===== src/rtl/core/psdes_pkg.sv =====
// Package with payload types, register map constants and reset values.
`default_nettype none

package psdes_pkg;

  localparam int unsigned NumRegs           = 8;
  localparam int unsigned CfgIdxW           = 3;
  localparam int unsigned TableDepth        = 4;
  localparam int unsigned RoundIdxW         = 2;
  localparam int unsigned RoundCountDefault = 4;

  localparam logic CmdLoad   = 1'b0;
  localparam logic CmdCipher = 1'b1;

  localparam logic [31:0] RoundConstAReset [TableDepth] = '{
    32'd1682317244, 32'd880974089, 32'd3847169472, 32'd623303607
  };
  localparam logic [31:0] RoundConstBReset [TableDepth] = '{
    32'd632873013, 32'd487476637, 32'd3149672924, 32'd2808002168
  };

  localparam logic [31:0] BlockCounterReset = 32'd1;

  typedef struct packed {
    logic        command;
    logic [31:0] key_value;
    logic [31:0] counter_value;
    logic        new_buffer;
    logic [7:0]  data_byte;
  } in_t;

  typedef struct packed {
    logic [7:0]  result_byte;
    logic [31:0] counter_now;
  } out_t;

  typedef struct packed {
    logic [31:0] a;
    logic [31:0] b;
  } round_const_t;

endpackage

`default_nettype wire


===== src/rtl/core/psdes_cfg.sv =====
// Round constant register file with write port and per-round selection.
`default_nettype none

module psdes_cfg (
  input  wire logic                            clk_i,
  input  wire logic                            rst_ni,
  input  wire logic                            cfg_we_i,
  input  wire logic [psdes_pkg::CfgIdxW-1:0]   cfg_idx_i,
  input  wire logic [31:0]                     cfg_wdata_i,
  input  wire logic [psdes_pkg::RoundIdxW-1:0] round_i,
  output      psdes_pkg::round_const_t         round_const_o
);
  import psdes_pkg::*;

  logic [31:0] const_a_q [TableDepth];
  logic [31:0] const_b_q [TableDepth];
  logic [RoundIdxW-1:0] wr_slot;

  assign wr_slot = cfg_idx_i[RoundIdxW-1:0];

  always_ff @(posedge clk_i or negedge rst_ni) begin
    if (!rst_ni) begin
      for (int i = 0; i < TableDepth; i++) begin
        const_a_q[i] <= RoundConstAReset[i];
        const_b_q[i] <= RoundConstBReset[i];
      end
    end else if (cfg_we_i) begin
      if (cfg_idx_i[CfgIdxW-1]) begin
        const_b_q[wr_slot] <= cfg_wdata_i;
      end else begin
        const_a_q[wr_slot] <= cfg_wdata_i;
      end
    end
  end

  assign round_const_o.a = const_a_q[round_i];
  assign round_const_o.b = const_b_q[round_i];

endmodule

`default_nettype wire


===== src/rtl/core/psdes_round.sv =====
// Shared pseudo-DES round unit: registered squares and cross product, then mixing.
`default_nettype none

module psdes_round (
  input  wire logic                    clk_i,
  input  wire logic                    mul_en_i,
  input  wire logic [31:0]             ctr_i,
  input  wire logic [31:0]             key_i,
  input  wire psdes_pkg::round_const_t round_const_i,
  output      logic [31:0]             result_o
);
  import psdes_pkg::*;

  logic [31:0] t_in;
  logic [31:0] hi;
  logic [31:0] lo;
  logic [31:0] sq_lo_q;
  logic [31:0] sq_hi_q;
  logic [31:0] cross_q;
  logic [31:0] t_sum;
  logic [31:0] t_rot;

  assign t_in = ctr_i ^ round_const_i.a;
  assign hi   = {16'h0000, t_in[31:16]};
  assign lo   = {16'h0000, t_in[15:0]};

  always_ff @(posedge clk_i) begin
    if (mul_en_i) begin
      sq_lo_q <= lo * lo;
      sq_hi_q <= hi * hi;
      cross_q <= lo * hi;
    end
  end

  assign t_sum    = sq_lo_q + ~sq_hi_q;
  assign t_rot    = {t_sum[15:0], t_sum[31:16]};
  assign result_o = ((t_rot ^ round_const_i.b) + cross_q) ^ key_i;

endmodule

`default_nettype wire


===== src/rtl/core/pseudo_des_keystream_cipher_unit.sv =====
// Top level: keystream cipher with sequencer around a shared hash round unit.
// A load transaction gives no result.
// A byte at group position zero runs a multiply and a mix step in each round through
// the single round unit, then the emit step; other bytes go straight to the emit step.
// One output register lets a new transaction be accepted while a result waits.
// Reset restores the round constants, clears key, keystream and position, counter to one.
`default_nettype none

module pseudo_des_keystream_cipher_unit #(
  parameter int unsigned ROUND_COUNT = psdes_pkg::RoundCountDefault
) (
  input  wire logic                          clk_i,
  input  wire logic                          rst_ni,
  input  wire logic                          in_valid_i,
  output      logic                          in_stall_o,
  input  wire psdes_pkg::in_t                in_data_i,
  output      logic                          out_valid_o,
  input  wire logic                          out_stall_i,
  output      psdes_pkg::out_t               out_data_o,
  input  wire logic                          cfg_we_i,
  input  wire logic [psdes_pkg::CfgIdxW-1:0] cfg_idx_i,
  input  wire logic [31:0]                   cfg_wdata_i
);
  import psdes_pkg::*;

  typedef enum logic [1:0] {StIdle, StMul, StMix, StEmit} state_e;

  localparam logic [RoundIdxW-1:0] LastRound = RoundIdxW'(ROUND_COUNT - 1);

  state_e               state_q, state_d;
  logic [31:0]          neg_key_q, neg_key_d;
  logic [31:0]          blk_ctr_q, blk_ctr_d;
  logic [1:0]           pos_q, pos_d;
  logic [7:0]           ks_q [4];
  logic                 ks_we;
  logic [31:0]          hash_k_q, hash_k_d;
  logic [31:0]          hash_c_q, hash_c_d;
  logic [RoundIdxW-1:0] round_q, round_d;
  logic [7:0]           data_q, data_d;
  logic                 out_valid_q, out_valid_d;
  out_t                 out_data_q, out_data_d;

  round_const_t         round_const;
  logic [31:0]          round_res;
  logic                 in_accept;
  logic                 out_free;
  logic [1:0]           pos_eff;

  psdes_cfg u_cfg (
    .clk_i         (clk_i),
    .rst_ni        (rst_ni),
    .cfg_we_i      (cfg_we_i),
    .cfg_idx_i     (cfg_idx_i),
    .cfg_wdata_i   (cfg_wdata_i),
    .round_i       (round_q),
    .round_const_o (round_const)
  );

  psdes_round u_round (
    .clk_i         (clk_i),
    .mul_en_i      (state_q == StMul),
    .ctr_i         (hash_c_q),
    .key_i         (hash_k_q),
    .round_const_i (round_const),
    .result_o      (round_res)
  );

  assign in_stall_o  = (state_q != StIdle);
  assign in_accept   = in_valid_i && !in_stall_o;
  assign out_free    = !out_valid_q || !out_stall_i;
  assign pos_eff     = in_data_i.new_buffer ? 2'd0 : pos_q;
  assign out_valid_o = out_valid_q;
  assign out_data_o  = out_data_q;

  always_comb begin
    state_d     = state_q;
    neg_key_d   = neg_key_q;
    blk_ctr_d   = blk_ctr_q;
    pos_d       = pos_q;
    hash_k_d    = hash_k_q;
    hash_c_d    = hash_c_q;
    round_d     = round_q;
    data_d      = data_q;
    ks_we       = 1'b0;
    out_valid_d = out_valid_q && out_stall_i;
    out_data_d  = out_data_q;

    case (state_q)
      StIdle: begin
        if (in_accept) begin
          if (in_data_i.command == CmdLoad) begin
            neg_key_d = ~(in_data_i.key_value - 32'd1);
            blk_ctr_d = in_data_i.counter_value;
            pos_d     = 2'd0;
          end else begin
            data_d = in_data_i.data_byte;
            pos_d  = pos_eff;
            if (pos_eff == 2'd0) begin
              hash_k_d = neg_key_q;
              hash_c_d = blk_ctr_q;
              round_d  = '0;
              state_d  = StMul;
            end else begin
              state_d = StEmit;
            end
          end
        end
      end
      StMul: begin
        state_d = StMix;
      end
      StMix: begin
        hash_k_d = hash_c_q;
        hash_c_d = round_res;
        if (round_q == LastRound) begin
          ks_we     = 1'b1;
          blk_ctr_d = blk_ctr_q + 32'd1;
          state_d   = StEmit;
        end else begin
          round_d = round_q + RoundIdxW'(1);
          state_d = StMul;
        end
      end
      StEmit: begin
        if (out_free) begin
          out_valid_d            = 1'b1;
          out_data_d.result_byte = data_q ^ ks_q[pos_q];
          out_data_d.counter_now = blk_ctr_q;
          pos_d                  = pos_q + 2'd1;
          state_d                = StIdle;
        end
      end
      default: begin
        state_d = StIdle;
      end
    endcase
  end

  always_ff @(posedge clk_i or negedge rst_ni) begin
    if (!rst_ni) begin
      state_q     <= StIdle;
      neg_key_q   <= '0;
      blk_ctr_q   <= BlockCounterReset;
      pos_q       <= '0;
      round_q     <= '0;
      out_valid_q <= 1'b0;
      for (int i = 0; i < 4; i++) begin
        ks_q[i] <= '0;
      end
    end else begin
      state_q     <= state_d;
      neg_key_q   <= neg_key_d;
      blk_ctr_q   <= blk_ctr_d;
      pos_q       <= pos_d;
      round_q     <= round_d;
      out_valid_q <= out_valid_d;
      if (ks_we) begin
        ks_q[3] <= round_res[7:0];
        ks_q[2] <= round_res[8:1];
        ks_q[1] <= round_res[9:2];
        ks_q[0] <= round_res[10:3];
      end
    end
  end

  always_ff @(posedge clk_i) begin
    hash_k_q   <= hash_k_d;
    hash_c_q   <= hash_c_d;
    data_q     <= data_d;
    out_data_q <= out_data_d;
  end

endmodule

`default_nettype wire

===== config.mk =====
export PLATFORM = sky130hd
export DESIGN_NAME = pseudo_des_keystream_cipher_unit
export DESIGN_NICKNAME = d
export VERILOG_FILES = /design/src/rtl/core/psdes_pkg.sv /design/src/rtl/core/psdes_cfg.sv /design/src/rtl/core/psdes_round.sv /design/src/rtl/core/pseudo_des_keystream_cipher_unit.sv
export SDC_FILE = /design/constraint.sdc
export NUM_CORES = 2
export LEC_CHECK = 0
export ABC_AREA = 1
export BUFFER_PORTS_ARGS = -buffer_cell sky130_fd_sc_hd__buf_4
export CAP_MARGIN = 30
export CELL_PAD_IN_SITES_DETAIL_PLACEMENT = 1
export CELL_PAD_IN_SITES_GLOBAL_PLACEMENT = 1
export CORE_ASPECT_RATIO = 1.5
export CORE_UTILIZATION = 46
export CTS_BUF_LIST = sky130_fd_sc_hd__clkbuf_8 sky130_fd_sc_hd__clkbuf_16
export DETAILED_ROUTE_END_ITERATION = 12
export GPL_TIMING_DRIVEN = 0
export PLACE_DENSITY = 0.76
export SYNTH_ARGS = -nofsm -noshare
export SYNTH_HDL_FRONTEND = slang
export SYNTH_HIERARCHICAL = 1
export SYNTH_SLANG_ARGS = --single-unit

===== constraint.sdc =====
create_clock -name clk_i -period 12.5 [get_ports clk_i]
set_input_delay 0.625 -clock clk_i [delete_from_list [all_inputs] [get_ports clk_i]]
set_output_delay 0.625 -clock clk_i [all_outputs]
set_load 0.05 [all_outputs]

==> flow_summary.json <==
{
  "cts_root_buf": "clkbuf_16",
  "hp-start": "in_data_i[7]",
  "grt_usage": 0.3554,
  "worstPathMaxFanout": 10,
  "synth_cells": 7148,
  "vias": 48170,
  "n_antenna_cell": 0,
  "run_status": "finished, final reports clean",
  "ant_nets": 0,
  "drt_iter0_drc": 2713,
  "fin_skew_ns": 0.03837,
  "hold_violations": 0,
  "syn_avg_cell_area_um2": 7.643,
  "die_w_um": 283.4,
  "rows": 154,
  "pre_cts_ws_ns": 3.276,
  "ys_warn_count": 6,
  "period_needed_ns": 9.354,
  "cap_violations": 0,
  "n_fill_cell": 14910,
  "syn_area_mm2": 0.05463,
  "cts_buffers": 52,
  "clk_pin_slew_ns": 0.07,
  "dr.pass1.iters": 5,
  "routed_wl_um": 211800,
  "synthFlopType": "dfrtp_1",
  "grt_pass1_vias": 52980,
  "placed_area_mm2": 0.05780,
  "antenna_found_initial": 1,
  "fin_crit_sh": 0.7483,
  "synth_edf_count": 206,
  "clock.fmax_mhz": 106.9,
  "htreeDepth": 2,
  "gp_congestion": 0.9691,
  "synth.distinct_cells": 56,
  "drc_errors": 0,
  "dieArea_mm2": 0.1202,
  "grt_max_degree": 111,
  "grt_setup_unrepaired": "false",
  "start_util": 0.4648,
  "worst_pin_slew_ns": 1.089,
  "worstPathRequired_ns": 12.90,
  "die_h_um": 424.1,
  "hold_path_class": "in -> reg",
  "cp-end-kind": "flip-flop",
  "setup_tns_ns": 0,
  "core_mm2": 0.1175,
  "num_io_pins": 156,
  "grt_pass1_wl_um": 318500,
  "slew_violations": 0,
  "cts_tree": "done",
  "fin_ws_ns": 3.146,
  "design_area_mm2": 0.05964,
  "critPathKind": "reg -> reg",
  "max_slew_margin": 0.2718,
  "cts_buffer_depth": 3,
  "setup_violations": 0,
  "ys_async_sr_fraction": 0.6213,
  "synth_fp_nets": 8143,
  "wl_per_cell_um": 23.67,
  "ys_seq_area_frac": 0.2710,
  "crit_arrival_ns": 9.75,
  "start_kind": "flip-flop",
  "syn2layout_area_growth_pct": 9.156,
  "synth-seq-cells": 544,
  "portBuffers": 123,
  "hpwlAfterDp_um": 175400,
  "nNetsFinal": 8339,
  "drt-vias-per-instance": 5.383,
  "drive_gt1_frac": 0.08757,
  "grt-ovfl-total": 0,
  "clkSinkCount": 544,
  "r2r-start": "round_q[0]",
  "crit_start": "round_q[0]",
  "clk_latency_ns": 0.65
}
[routing by layer]
layer | global-route usage | up-vias | part of all wire
met1 | 0.3709 | 24230 | 0.36
met3 | 0.03989 | 644 | 0.039
li1 | - | 22060 | -
met2 | 0.6414 | 1242 | 0.51
met4 | 0.2927 | 0 | 0.097
met5 | 0 | - | 0
[timing repair]
item	CTS	global route
gates resized for setup	0	0
hold buffers	1	0
hold endpoints to repair	52	0
setup buffers	0	0
[final cells by class]
cell class | instances | area, µm² | area share
Clock inverter | 37 | 370.4 | 0.006210
Tap cell | 1560 | 1952 | 0.03273
Inverter | 1347 | 5059 | 0.08482
Timing Repair Buffer | 142 | 1210 | 0.02029
Multi-Input combinational cell | 4997 | 33630 | 0.5639
Buffer | 260 | 1161 | 0.01947
Clock buffer | 61 | 1448 | 0.02427
Sequential cell | 544 | 14810 | 0.2483
[final timing paths]
kind | endpoint | cells past startpoint | slack [ns]
setup reg to reg | u_round/sq_hi_q[23] | 27 | 3.15
max in group asynchronous | u_cfg/const_b_q[30] | 4 | 10.58
hold reg to reg | u_cfg/const_b_q[44] | 2 | 0.46
hold / removal | data_q[7] | 1 | 0.17
setup / recovery | u_round/sq_hi_q[23] | 27 | 3.15
min in group asynchronous | neg_key_q[19] | 2 | 0.51
[cell usage after synthesis, types with 66 or more instances]
cell | number | area share
xnor2_1 | 72 | 0.012
dfrtp_1 | 209 | 0.096
nor2_1 | 569 | 0.039
dfstp_2 | 129 | 0.062
buf_2 | 88 | 0.0081
clkbuf_1 | 123 | 0.0085
edfxtp_1 | 206 | 0.11
nand3_1 | 504 | 0.046
xor2_1 | 146 | 0.023
fa_1 | 520 | 0.19
inv_1 | 1323 | 0.091
o21ai_0 | 176 | 0.016
a21oi_1 | 159 | 0.015
ha_1 | 361 | 0.083
nand2_1 | 2187 | 0.15
or2_2 | 66 | 0.0076
[placed cells by master (no fill, tap or decap), types with 14 or more instances in the layout]
cell and n:
nand2_1 2187, inv_1 1332, nor2_1 566, fa_1 520, nand3_1 504, ha_1 361
dfrtp_1 209, edfxtp_1 206, o21ai_0 176, a21oi_1 159, xor2_1 146, buf_4 134
dfstp_2 129, clkbuf_1 123, buf_2 88, xnor2_1 72, or2_2 66, clkbuf_16 54
nand4_1 50, clkbuf_2 30, nor3_1 28, o21bai_1 23, nor2_2 19, nand2_2 18
clkinv_1 15, inv_2 14
[stage by stage]
step,utilization,hold WS [ns],instances
3_3_place_gp,0.4893,0.4460,8831
6_report,0.5074,0.1654,8948
4_1_cts,0.5073,0.1403,8947
2_1_floorplan,-,0.3294,7148
3_5_place_dp,0.4917,0.4509,8848
5_1_grt,0.5074,0.1497,8948
[state kept, by name, indices dropped and copies added, names as in the netlist, 8 cells and up]
signal           flops
blk_ctr_q           32
data_q               8
hash_c_q            32
hash_k_q            32
ks_q                11
neg_key_q           32
out_data_o          40
u_cfg/const_a_q    128
u_cfg/const_b_q    128
u_round/cross_q     32
u_round/sq_hi_q     31
u_round/sq_lo_q     31
[critical path, cell delays in order (launching register included)]
cell and delay [ns]:
dfrtp_1 0.68, buf_2 0.43, buf_2 0.35, buf_2 0.32, nand2_1 0.11, nand3_1 0.12
nand2_1 0.10, xnor2_2 0.74, clkinv_1 0.65, clkbuf_1 0.49, nand2_1 0.22, fa_1 0.49
fa_1 0.53, inv_1 0.05, fa_1 0.58, fa_1 0.45, fa_1 0.52, inv_1 0.06
fa_1 0.52, inv_1 0.06, ha_1 0.38, nand2_1 0.14, nor2_1 0.15, inv_1 0.08
nor2_1 0.21, nand4_1 0.13, nand3_1 0.14, xor2_1 0.36
[logic make-up (layout without fill, tap and decap cells)]
group	count (synthesis)	in the layout	synth area share
simple gates	3489	3489	0.2637
buf+inv	1607	1847	0.1138
fa+ha+maj	881	881	0.2732
flops	544	544	0.2710
compound gates	395	395	0.03891
xor+xnor	232	232	0.03932
Power is not shown: default switching activity piles up to over one toggle a cycle in this logic, so the estimate is an artifact.
